File: config.mk
export PLATFORM = sky130hd
export DESIGN_NAME = miller_rabin_prime_test_64_core_flat
export DESIGN_NICKNAME = d
export VERILOG_FILES = /design/src/hdl/mrpt_pkg.sv /design/src/hdl/mrpt_ifs.sv /design/src/hdl/mrpt_modmul.sv /design/src/hdl/miller_rabin_prime_test_64_core.sv /design/src/flat_wrapper.sv
export SDC_FILE = /design/constraint.sdc
export NUM_CORES = 2
export LEC_CHECK = 0
export BUFFER_PORTS_ARGS = -buffer_cell sky130_fd_sc_hd__buf_4
export CORE_MARGIN = 2
export CORE_UTILIZATION = 45
export CTS_CLUSTER_SIZE = 25
export DETAILED_ROUTE_END_ITERATION = 12
export HOLD_SLACK_MARGIN = 0.1
export MAX_ROUTING_LAYER = met4
export SETUP_SLACK_MARGIN = 0.05
export SLEW_MARGIN = 20
export SYNTH_ARGS = -nofsm -noshare
export SYNTH_HDL_FRONTEND = slang
export SYNTH_HIERARCHICAL = 1
export SYNTH_SLANG_ARGS = --single-unit
File: constraint.sdc
create_clock -name i_clk -period 25 [get_ports i_clk]
set_input_delay 2.5 -clock i_clk [delete_from_list [all_inputs] [get_ports i_clk]]
set_output_delay 2.5 -clock i_clk [all_outputs]
set_load 0.005 [all_outputs]
File: src/hdl/mrpt_pkg.sv
// Shared types, constants and arithmetic helpers for the 64-bit Miller-Rabin prime test.
`default_nettype none
package mrpt_pkg;

    localparam int NUM_BITS      = 64;
    localparam int WITNESS_COUNT = 7;
    localparam int CNT_W         = $clog2(NUM_BITS);
    localparam int K_W           = $clog2(WITNESS_COUNT);

    typedef logic [NUM_BITS-1:0] t_word;
    typedef logic [CNT_W:0]      t_shift;
    typedef logic [K_W-1:0]      t_base_idx;

    localparam t_base_idx LAST_BASE = t_base_idx'(WITNESS_COUNT - 1);

    typedef enum logic [3:0] {
        ST_IDLE,
        ST_MOD3,
        ST_SPLIT,
        ST_BASE,
        ST_BASE_W,
        ST_POW,
        ST_PMUL,
        ST_PSQ,
        ST_CHECK,
        ST_SQ,
        ST_SQW,
        ST_NEXT,
        ST_DONE
    } t_state;

    typedef struct packed {
        logic  start;
        t_word x;
        t_word y;
        t_word m;
    } t_mul_req;

    typedef struct packed {
        logic  done;
        t_word p;
    } t_mul_rsp;

    function automatic t_word add_mod(t_word x, t_word y, t_word m);
        t_word room;
        room = m - y;
        return (x >= room) ? (x - room) : (x + y);
    endfunction

    function automatic t_word witness_base(t_base_idx k);
        t_word b;
        unique case (k)
            3'd0:    b = t_word'(2);
            3'd1:    b = t_word'(325);
            3'd2:    b = t_word'(9375);
            3'd3:    b = t_word'(28178);
            3'd4:    b = t_word'(450775);
            3'd5:    b = t_word'(9780504);
            3'd6:    b = t_word'(1795265022);
            default: b = t_word'(2);
        endcase
        return b;
    endfunction

endpackage
`default_nettype wire

File: src/hdl/mrpt_ifs.sv
// Valid/ready channel interfaces for the number word and the verdict word.
`default_nettype none
interface mrpt_in_if import mrpt_pkg::*; ();
    logic  valid;
    logic  ready;
    t_word n_value;
    modport source (output valid, output n_value, input ready);
    modport sink   (input valid, input n_value, output ready);
endinterface

interface mrpt_out_if;
    logic valid;
    logic ready;
    logic is_prime;
    modport source (output valid, output is_prime, input ready);
    modport sink   (input valid, input is_prime, output ready);
endinterface
`default_nettype wire

File: src/hdl/mrpt_modmul.sv
// Bit-serial modular multiplier: one double-and-add step mod m per cycle.
`default_nettype none
module mrpt_modmul import mrpt_pkg::*; (
    input  wire logic     i_clk,
    input  wire logic     i_rst_n,
    input  wire t_mul_req i_req,
    output t_mul_rsp      o_rsp
);

    logic               r_busy, n_busy;
    logic               r_done, n_done;
    logic [CNT_W-1:0]   r_cnt,  n_cnt;
    t_word              r_acc,  n_acc;
    t_word              r_x,    n_x;
    t_word              r_y,    n_y;
    t_word              r_m,    n_m;
    t_word              w_dbl;

    always_comb begin
        w_dbl  = add_mod(r_acc, r_acc, r_m);
        n_busy = r_busy;
        n_done = 1'b0;
        n_cnt  = r_cnt;
        n_acc  = r_acc;
        n_x    = r_x;
        n_y    = r_y;
        n_m    = r_m;
        if (r_busy) begin
            n_acc = r_y[NUM_BITS-1] ? add_mod(w_dbl, r_x, r_m) : w_dbl;
            n_y   = r_y << 1;
            if (r_cnt == '0) begin
                n_busy = 1'b0;
                n_done = 1'b1;
            end else begin
                n_cnt = r_cnt - 1'b1;
            end
        end else if (i_req.start) begin
            n_busy = 1'b1;
            n_acc  = '0;
            n_cnt  = CNT_W'(NUM_BITS - 1);
            n_x    = i_req.x;
            n_y    = i_req.y;
            n_m    = i_req.m;
        end
    end

    always_ff @(posedge i_clk) begin
        if (!i_rst_n) begin
            r_busy <= 1'b0;
            r_done <= 1'b0;
        end else begin
            r_busy <= n_busy;
            r_done <= n_done;
        end
        r_cnt <= n_cnt;
        r_acc <= n_acc;
        r_x   <= n_x;
        r_y   <= n_y;
        r_m   <= n_m;
    end

    assign o_rsp.done = r_done;
    assign o_rsp.p    = r_acc;

endmodule
`default_nettype wire

File: src/hdl/miller_rabin_prime_test_64_core.sv
// Top level: Miller-Rabin sequencer around the shared modular multiplier.
//  channel | dir | payload           | handshake
//  i_in    | in  | n_value [63:0]    | valid/ready
//  o_out   | out | is_prime          | valid/ready
// A number below 4 or even is settled without the multiplier, and a
// multiple of 3 after one product mod 3. Otherwise every modular product
// runs on the one multiplier: up to 7 bases x (1 + 2*(64-s) + s-1)
// products, at most 127 per base.
// Reset is synchronous and clears the sequencer and the output valid.
// A new word is taken only when the sequencer is idle; the verdict is held
// in an output register, so a stalled sink delays only the next finish.
`default_nettype none
module miller_rabin_prime_test_64_core import mrpt_pkg::*; (
    input  wire logic   i_clk,
    input  wire logic   i_rst_n,
    mrpt_in_if.sink     i_in,
    mrpt_out_if.source  o_out
);

    t_state     r_state, n_state;
    t_word      r_n, n_n;
    t_word      r_nm1, n_nm1;
    t_word      r_d, n_d;
    t_shift     r_s, n_s;
    t_shift     r_r, n_r;
    t_base_idx  r_k, n_k;
    t_word      r_res, n_res;
    t_word      r_b, n_b;
    t_word      r_e, n_e;
    t_word      r_p, n_p;
    logic       r_verdict, n_verdict;
    logic       r_out_valid, n_out_valid;
    logic       r_out_bit, n_out_bit;
    t_mul_req   r_req, n_req;
    t_mul_rsp   w_rsp;
    logic       w_in_ready;
    logic       w_out_free;

    mrpt_modmul u_mul (
        .i_clk   (i_clk),
        .i_rst_n (i_rst_n),
        .i_req   (r_req),
        .o_rsp   (w_rsp)
    );

    always_comb begin
        w_in_ready = (r_state == ST_IDLE);
        w_out_free = !r_out_valid || o_out.ready;
    end

    always_comb begin
        n_state     = r_state;
        n_n         = r_n;
        n_nm1       = r_nm1;
        n_d         = r_d;
        n_s         = r_s;
        n_r         = r_r;
        n_k         = r_k;
        n_res       = r_res;
        n_b         = r_b;
        n_e         = r_e;
        n_p         = r_p;
        n_verdict   = r_verdict;
        n_out_valid = r_out_valid && !o_out.ready;
        n_out_bit   = r_out_bit;
        n_req       = r_req;
        n_req.start = 1'b0;
        unique case (r_state)
            ST_IDLE: begin
                if (i_in.valid) begin
                    n_n = i_in.n_value;
                    if (i_in.n_value < t_word'(4)) begin
                        n_verdict = (i_in.n_value == t_word'(2)) ||
                                    (i_in.n_value == t_word'(3));
                        n_state   = ST_DONE;
                    end else if (!i_in.n_value[0]) begin
                        n_verdict = 1'b0;
                        n_state   = ST_DONE;
                    end else begin
                        n_req   = '{start: 1'b1, x: t_word'(1), y: i_in.n_value,
                                    m: t_word'(3)};
                        n_state = ST_MOD3;
                    end
                end
            end
            ST_MOD3: begin
                if (w_rsp.done) begin
                    if (w_rsp.p == '0) begin
                        n_verdict = 1'b0;
                        n_state   = ST_DONE;
                    end else begin
                        n_nm1   = r_n - 1'b1;
                        n_d     = r_n - 1'b1;
                        n_s     = '0;
                        n_state = ST_SPLIT;
                    end
                end
            end
            ST_SPLIT: begin
                if (!r_d[0]) begin
                    n_d = r_d >> 1;
                    n_s = r_s + 1'b1;
                end else begin
                    n_k     = '0;
                    n_state = ST_BASE;
                end
            end
            ST_BASE: begin
                n_req   = '{start: 1'b1, x: t_word'(1), y: witness_base(r_k), m: r_n};
                n_state = ST_BASE_W;
            end
            ST_BASE_W: begin
                if (w_rsp.done) begin
                    if (w_rsp.p == '0) begin
                        n_state = ST_NEXT;
                    end else begin
                        n_b     = w_rsp.p;
                        n_res   = t_word'(1);
                        n_e     = r_d;
                        n_state = ST_POW;
                    end
                end
            end
            ST_POW: begin
                if (r_e == '0) begin
                    n_p     = r_res;
                    n_state = ST_CHECK;
                end else if (r_e[0]) begin
                    n_req   = '{start: 1'b1, x: r_res, y: r_b, m: r_n};
                    n_state = ST_PMUL;
                end else begin
                    n_req   = '{start: 1'b1, x: r_b, y: r_b, m: r_n};
                    n_state = ST_PSQ;
                end
            end
            ST_PMUL: begin
                if (w_rsp.done) begin
                    n_res   = w_rsp.p;
                    n_req   = '{start: 1'b1, x: r_b, y: r_b, m: r_n};
                    n_state = ST_PSQ;
                end
            end
            ST_PSQ: begin
                if (w_rsp.done) begin
                    n_b     = w_rsp.p;
                    n_e     = r_e >> 1;
                    n_state = ST_POW;
                end
            end
            ST_CHECK: begin
                if (r_p == t_word'(1) || r_p == r_nm1) begin
                    n_state = ST_NEXT;
                end else begin
                    n_r     = t_shift'(1);
                    n_state = ST_SQ;
                end
            end
            ST_SQ: begin
                if (r_r < r_s) begin
                    n_req   = '{start: 1'b1, x: r_p, y: r_p, m: r_n};
                    n_state = ST_SQW;
                end else begin
                    n_verdict = 1'b0;
                    n_state   = ST_DONE;
                end
            end
            ST_SQW: begin
                if (w_rsp.done) begin
                    n_p = w_rsp.p;
                    if (w_rsp.p == r_nm1) begin
                        n_state = ST_NEXT;
                    end else if (w_rsp.p == t_word'(1)) begin
                        n_verdict = 1'b0;
                        n_state   = ST_DONE;
                    end else begin
                        n_r     = r_r + 1'b1;
                        n_state = ST_SQ;
                    end
                end
            end
            ST_NEXT: begin
                if (r_k == LAST_BASE) begin
                    n_verdict = 1'b1;
                    n_state   = ST_DONE;
                end else begin
                    n_k     = r_k + 1'b1;
                    n_state = ST_BASE;
                end
            end
            ST_DONE: begin
                if (w_out_free) begin
                    n_out_valid = 1'b1;
                    n_out_bit   = r_verdict;
                    n_state     = ST_IDLE;
                end
            end
            default: n_state = ST_IDLE;
        endcase
    end

    always_comb begin
        i_in.ready     = w_in_ready;
        o_out.valid    = r_out_valid;
        o_out.is_prime = r_out_bit;
    end

    always_ff @(posedge i_clk) begin
        if (!i_rst_n) begin
            r_state     <= ST_IDLE;
            r_out_valid <= 1'b0;
            r_req.start <= 1'b0;
        end else begin
            r_state     <= n_state;
            r_out_valid <= n_out_valid;
            r_req.start <= n_req.start;
        end
        r_req.x   <= n_req.x;
        r_req.y   <= n_req.y;
        r_req.m   <= n_req.m;
        r_n       <= n_n;
        r_nm1     <= n_nm1;
        r_d       <= n_d;
        r_s       <= n_s;
        r_r       <= n_r;
        r_k       <= n_k;
        r_res     <= n_res;
        r_b       <= n_b;
        r_e       <= n_e;
        r_p       <= n_p;
        r_verdict <= n_verdict;
        r_out_bit <= n_out_bit;
    end

    a_start_busy: assert property (@(posedge i_clk) disable iff (!i_rst_n)
        r_req.start |-> (r_state == ST_MOD3 || r_state == ST_BASE_W ||
                         r_state == ST_PMUL || r_state == ST_PSQ || r_state == ST_SQW))
        else $error("multiplier started outside a wait state");

    a_done_waited: assert property (@(posedge i_clk) disable iff (!i_rst_n)
        w_rsp.done |-> (r_state == ST_MOD3 || r_state == ST_BASE_W ||
                        r_state == ST_PMUL || r_state == ST_PSQ || r_state == ST_SQW))
        else $error("product arrived with no state waiting for it");

    a_done_delivers: assert property (@(posedge i_clk) disable iff (!i_rst_n)
        (r_state == ST_DONE && !r_out_valid) |=> (r_out_valid && r_state == ST_IDLE))
        else $error("verdict not loaded into free output register");

    a_base_range: assert property (@(posedge i_clk) disable iff (!i_rst_n)
        (r_state == ST_BASE) |-> (r_k <= LAST_BASE))
        else $error("witness index out of range");

endmodule
`default_nettype wire
File: src/flat_wrapper.sv
// flat-port wrapper written by rule: the top's interface ports become plain ports
module miller_rabin_prime_test_64_core_flat import mrpt_pkg::*;
  (i_clk, i_rst_n, i_in_valid, i_in_n_value, i_in_ready, o_out_valid, o_out_is_prime, o_out_ready);
  mrpt_in_if i_in_i ();
  mrpt_out_if o_out_i ();
  input  wire logic i_clk;
  input  wire logic i_rst_n;
  input wire logic [$bits(i_in_i.valid)-1:0] i_in_valid;
  input wire logic [$bits(i_in_i.n_value)-1:0] i_in_n_value;
  output wire logic [$bits(i_in_i.ready)-1:0] i_in_ready;
  output wire logic [$bits(o_out_i.valid)-1:0] o_out_valid;
  output wire logic [$bits(o_out_i.is_prime)-1:0] o_out_is_prime;
  input wire logic [$bits(o_out_i.ready)-1:0] o_out_ready;
  assign i_in_i.valid = i_in_valid;
  assign i_in_i.n_value = i_in_n_value;
  assign i_in_ready = i_in_i.ready;
  assign o_out_valid = o_out_i.valid;
  assign o_out_is_prime = o_out_i.is_prime;
  assign o_out_i.ready = o_out_ready;
  miller_rabin_prime_test_64_core u_core (.i_clk(i_clk), .i_rst_n(i_rst_n), .i_in(i_in_i), .o_out(o_out_i));
endmodule
# After elaboration in Yosys (flattened, before gate mapping)
# Index checks and enable logic that the tools add are counted.
# word_totals
in_bits	68
ff_bits	929
out_inout_bits	3
elab_cells	214
# classes
reduce_logical	35
order_cmp	4
eq_ne	50
n_bitwise	2
muxes	85
addsub	11
# op_table
op	count
$mux W64	19
$mux W193	6
$pmux W193 S5	1
$pmux W64 S2	5
$sub A64 B64 Y64	4
$mux W192	1
$pmux W31 S6	1
$add A64 B64 Y64	2
$eq A64 B1 Y1 const B	2
$eq A64 B2 Y1 const B	2
$eq A64 B64 Y1	2
$ge A64 B64 Y1	2
$logic_not A64 Y1	2
$lt A64 B3 Y1 const B	1
$sub A64 B1 Y64 const B	1
$mux W4	15
$pmux W4 S13	1
$mux W7	7
$ne A2 B2 Y1 const B	18
$pmux W7 S2	2
$eq A4 B4 Y1 const B	5
$mux W6	3
$mux W1	17
$eq A4 B3 Y1 const B	4
30 further kinds	64

# Longest topological paths before layout
# logic_depth
depth_word	7
ltp_mapped	54
mapped_depth_nobuf	51

# Hierarchy
# Netlist, hierarchy kept.
# modules_own_cells
module	n_inst	area_per_inst_um2	cells_each
miller_rabin_prime_test_64_core	1	30062.6	2431
mrpt_modmul	1	29613.4	3573

# Worst setup path after synthesis
# No wires, ideal clock.
# synth_path
path_type	input-to-reg
start	in i_in_n_value[25]
end	reg u_core/r_req[0] (netlist name) (enable)
slack_ns	7.763
required_time_ns	23.990
cell_stages	4
setup_ns	1.010
arrival_time_ns	16.227
path_cell_list	nor4_1 nand4_1 o41ai_1 o21ai_0
# synth_between
elab_chain_len	3
# synth_rtl
item	line	rtl
start: declaration	flat_wrapper.sv:9	input wire logic [$bits(i_in_i.n_value)-1:0] i_in_n_value;
$lt A64 B3 Y1	miller_rabin_prime_test_64_core.sv:72	if (i_in.n_value < t_word'(4)) begin
$ne A2 B2 Y1 (no line)	n/a	
$reduce_and A7 Y1 (no line)	n/a	
end: declaration	miller_rabin_prime_test_64_core.sv:34	t_mul_req r_req, n_req;
# Every way passes these cells.
# A chain may end at the register's enable or synchronous reset.

# Final worst setup path
# layout_path
start	reg u_core.u_mul.r_acc[1]
end	reg u_core.u_mul.r_acc[41], data pin
# layout_between
elab_chain_len	7
# layout_rtl
item	line	rtl
start: declaration	mrpt_modmul.sv:13	t_word r_acc, n_acc;
start signal: assignment	mrpt_modmul.sv:56	r_acc <= n_acc;
$sub A64 B64 Y64	mrpt_pkg.sv:46	room = m - y;
$sub A64 B64 Y64 / $ge A64 B64 Y1 (equally long branches)	mrpt_pkg.sv:47	return (x >= room) ? (x - room) : (x + y);
$mux W64 (*)	mrpt_pkg.sv:47	
$add A64 B64 Y64 (tied with other cells)	mrpt_pkg.sv:47	
$mux W64	mrpt_pkg.sv:47	
$mux W64 (*)	mrpt_modmul.sv:29	n_acc = r_y[NUM_BITS-1] ? add_mod(w_dbl, r_x, r_m) : w_dbl;
$mux W64 (*)	mrpt_modmul.sv:28	if (r_busy) begin
# Every way passes the cells marked *; elsewhere a longest branch is shown, timed or not.

==> metrics.md <==
| Metric | Value |
|---|---|
| Startpoint Class | `flop` |
| Mapped Cells | `between 6000 and 7000` |
| Slew Limit Headroom | `19.7%` |
| Vias in the first global route | `45200` |
| Commonest non-fill, non-tap cell in the layout | `edfxtp_1` |
| Cell area after layout | `roughly 0.065 mm2` |
| Global-route wire length before repair | `between 300000 and 400000 um` |
| Largest net degree at the start of global routing | `between 100 and 150` |
| Initial antenna violation count | `5` |
| Worst EP required | `25.50 ns` |
| Clock transition at the registers of the reported paths | `around 0.070 ns` |
| Final HPWL DP | `164000 um` |
| Min-delay src | `u_core/r_req[11]` |
| TritonRoute pass-1 iters | `9` |
| Number of synthesized flops with an enable pin | `roughly 900` |
| Worst Reg-to-Reg Cells | `45` |
| Kind of critical path | `reg2reg` |
| Drt total wl | `around 220000 um` |
| Setup TNS | `0 ns` |
| YS warnings | `6` |
| Ys async rst share | `0%` |
| Register area share after synthesis | `46.6%` |
| Critical path origin | `u_core/u_mul/r_acc[1]` |
| CP endpoint | `u_core/u_mul/r_acc[41]` |
| Core Region | `~0.13 mm2` |
| DR vias/cell | `6.29` |
| Clock Root Buffer | `clkbuf_16` |
| Layout overhead on the synthesized area | `9.30%` |
| Unrepaired setup endpoints after global routing | `no` |
| GPL Wtd Cong | `1.07` |
| CTS H-tree lvls | `3` |
| Port Buf Inserts | `70` |
| CP max stage delay | `a little under 0.9 ns` |
| CP Buf/Inv Count | `4` |
| Max-slew violations | `0` |
| CTS resizes | `0` |
| Hold WC Path Type | `reg2reg` |
| Post-route ant nets | `0` |
| Final Skew | `0.0440 ns` |
| Reg2reg end | `u_core/u_mul/r_acc[41]` |
| Critical path's top delay family | `compound AO/OA/AOI/OAI gates` |
| # rows | `133` |
| Worst-Skew Late Latency | `0.75 ns` |
| Avg Synthesized Cell Area | `about 9.9 um2` |
| Max Clk Rate | `71.0 MHz` |
| Drt wl/cell | `around 28 um` |
| Vias | `49200` |
| Final hold vios | `0` |
| TritonCTS Buffers | `~100` |
| Die Area | `between 0.1 and 0.15 mm2` |
| Post-Syn Area | `0.0597 mm2` |
| Crit path DAT | `~15 ns` |
| Critical Path Fanout Max | `between 60 and 70` |
| Most frequent cells in the layout | `920 x edfxtp_1, 796 x nand2_1, 420 x a21oi_1, 341 x xnor2_1, 315 x ha_1` |
| Reg2reg setup slack | `roughly 11 ns` |
| GRT Util Overall | `32.0%` |
| Status | `complete, no violations` |
| Share of layout cells above drive strength 1 | `around 6.4%` |
| DRT iter0 DRCs | `approximately 6400` |
| Min Tclk post-route | `around 14 ns` |
| DRC | `0` |
| I/O pin cnt | `71` |
| Main flop type after synthesis | `edfxtp_1` |
| Post-CTS setup repair buffer count | `0` |
| Nets | `6367` |
| Worst reg2reg startpoint | `u_core/u_mul/r_acc[1]` |
| Remaining Overflow, GRT | `0` |
| Final Cycle Share | `56.3%` |
| Synthesized flop and latch total | `approximately 930` |
| Longest Clk Path Bufs | `3` |
| Slowest CP cell | `nor4_2` |
| Mapped Nets | `between 6000 and 7000` |
| Setup Viol. Count Final | `0` |
| TritonCTS clock tree | `yes` |
| Slew @ Worst Pin | `about 1.2 ns` |
| CTS Hold Buffers Added | `0` |
| Die height | `368 um` |
| Levels on crit path | `45` |
| Maxcap violations | `0` |
| CP Capture Type | `flop` |
| Initial core utilization | `between 40% and 50%` |
| Chip width | `about 370 um` |
| Clk sinks | `between 900 and 1000` |
| Placed cell area | `around 0.062 mm2` |
| Unique masters post-synth | `111` |
## final cells by class
cell class	count	area, um2
fillers	12000	66400
diodes	3	7.51
flip-flops and latches	929	27800
repair buffers	138	1050
clock buffers	122	2610
clock inverters	62	602
inverters	295	1110
well taps	1755	2200
multi-input cells	4516	29800
## cell families (layout without fill, tap and decap cells)
group | count (synthesis) | after routing | synth area share, %
AND/OR/NAND/NOR | 2080 | 2080 | 17.2
adder cells (fa/ha/maj) | 333 | 333 | 6.96
XOR/XNOR | 491 | 491 | 7.22
AO/OA/AOI/OAI | 1576 | 1576 | 17.8
multiplexers | 36 | 36 | 0.614
other | 0 | 3 | 0
buffers and inverters | 559 | 617 | 3.65
flip-flops | 929 | 929 | 46.6
## sequential cells by signal, summed over array words and instances (netlist names), 4 cells and up
signal / count
u_core/r_res: 64
u_core/r_req: 193
u_core/r_nm1: 64
u_core/r_state: 4
u_core/r_e: 64
u_core/u_mul/r_cnt: 6
u_core/r_r: 7
u_core/r_n: 64
u_core/r_s: 7
u_core/r_b: 64
u_core/u_mul/r_y: 64
u_core/r_p: 64
u_core/u_mul/r_acc: 64
u_core/r_d: 64
u_core/u_mul/r_x: 64
u_core/u_mul/r_m: 64
## cell usage after synthesis, types with 22 or more instances
| library cell | n | share of area (%) |
|---|---|---|
| a211oi_1 | 52 | 0.65 |
| a21o_1 | 206 | 2.6 |
| a21oi_1 | 421 | 3.5 |
| a222oi_1 | 42 | 0.70 |
| a22o_1 | 66 | 0.97 |
| a22oi_1 | 69 | 0.87 |
| a31oi_1 | 50 | 0.52 |
| and2_1 | 158 | 1.7 |
| and3_1 | 30 | 0.31 |
| clkbuf_1 | 223 | 1.4 |
| edfxtp_1 | 920 | 46 |
| ha_1 | 315 | 6.6 |
| inv_1 | 294 | 1.8 |
| mux2i_1 | 31 | 0.52 |
| nand2_1 | 798 | 5.0 |
| nand2b_1 | 84 | 0.88 |
| nand3_1 | 103 | 0.86 |
| nand4_1 | 136 | 1.4 |
| nor2_1 | 310 | 1.9 |
| nor2b_1 | 46 | 0.48 |
| nor3_1 | 113 | 0.95 |
| nor3b_1 | 55 | 0.69 |
| nor4_1 | 103 | 1.1 |
| o211ai_1 | 30 | 0.38 |
| o21a_1 | 38 | 0.48 |
| o21ai_0 | 264 | 2.2 |
| o21ai_1 | 22 | 0.18 |
| o21bai_1 | 47 | 0.59 |
| o31ai_1 | 40 | 0.50 |
| or2_2 | 22 | 0.23 |
| or3_1 | 46 | 0.48 |
| xnor2_1 | 341 | 5.0 |
| xor2_1 | 149 | 2.2 |
## worst min path at each step
stage,cells past startpoint,slack [ns],endpoint
after CTS,0,0.39,u_core/u_mul/r_m[11]
after global placement,0,0.40,u_core/u_mul/r_m[51]
after global routing,0,0.39,u_core/u_mul/r_m[9]
after floorplan,0,0.40,u_core/o_out.is_prime
final,0,0.39,u_core/u_mul/r_m[11]
after detailed placement,0,0.40,u_core/u_mul/r_m[10]
## worst reg2reg max path: cells and delay by family (launching register included)
family	cells	cell delay [ns]
and+or+nand+nor	16	3.97
buffers and inverters	4	1.59
xor gates and xnor gates	1	0.07
adders and majority gates	3	1.15
AOI/OAI and AO/OA	21	6.48
DFF	1	0.62
## per-layer routing
layer	up-vias	share of wire (%)	wire, um	global-route usage, %
li1	22300	-	-	-
met1	24000	45	98000	47.5
met2	2495	41	88200	43.4
met3	316	9.6	20800	4.78
met4	0	4.3	9250	12.5
met5	-	0	0	-
## metrics by stage
step                hold slack (ns)  utilization (%)  setup slack, ns  std cells
global route                  0.392             49.5            10.07       7818
detailed placement            0.405             47.1            11.12       7633
global placement              0.402             47.1            11.42       7632
floorplan                     0.400                -             7.76       6004
CTS                           0.387             49.5            11.12       7817
finish                        0.393             49.6            10.91       7820
Power is not shown: default switching activity piles up to over one toggle a cycle in this logic, so the estimate is an artifact.
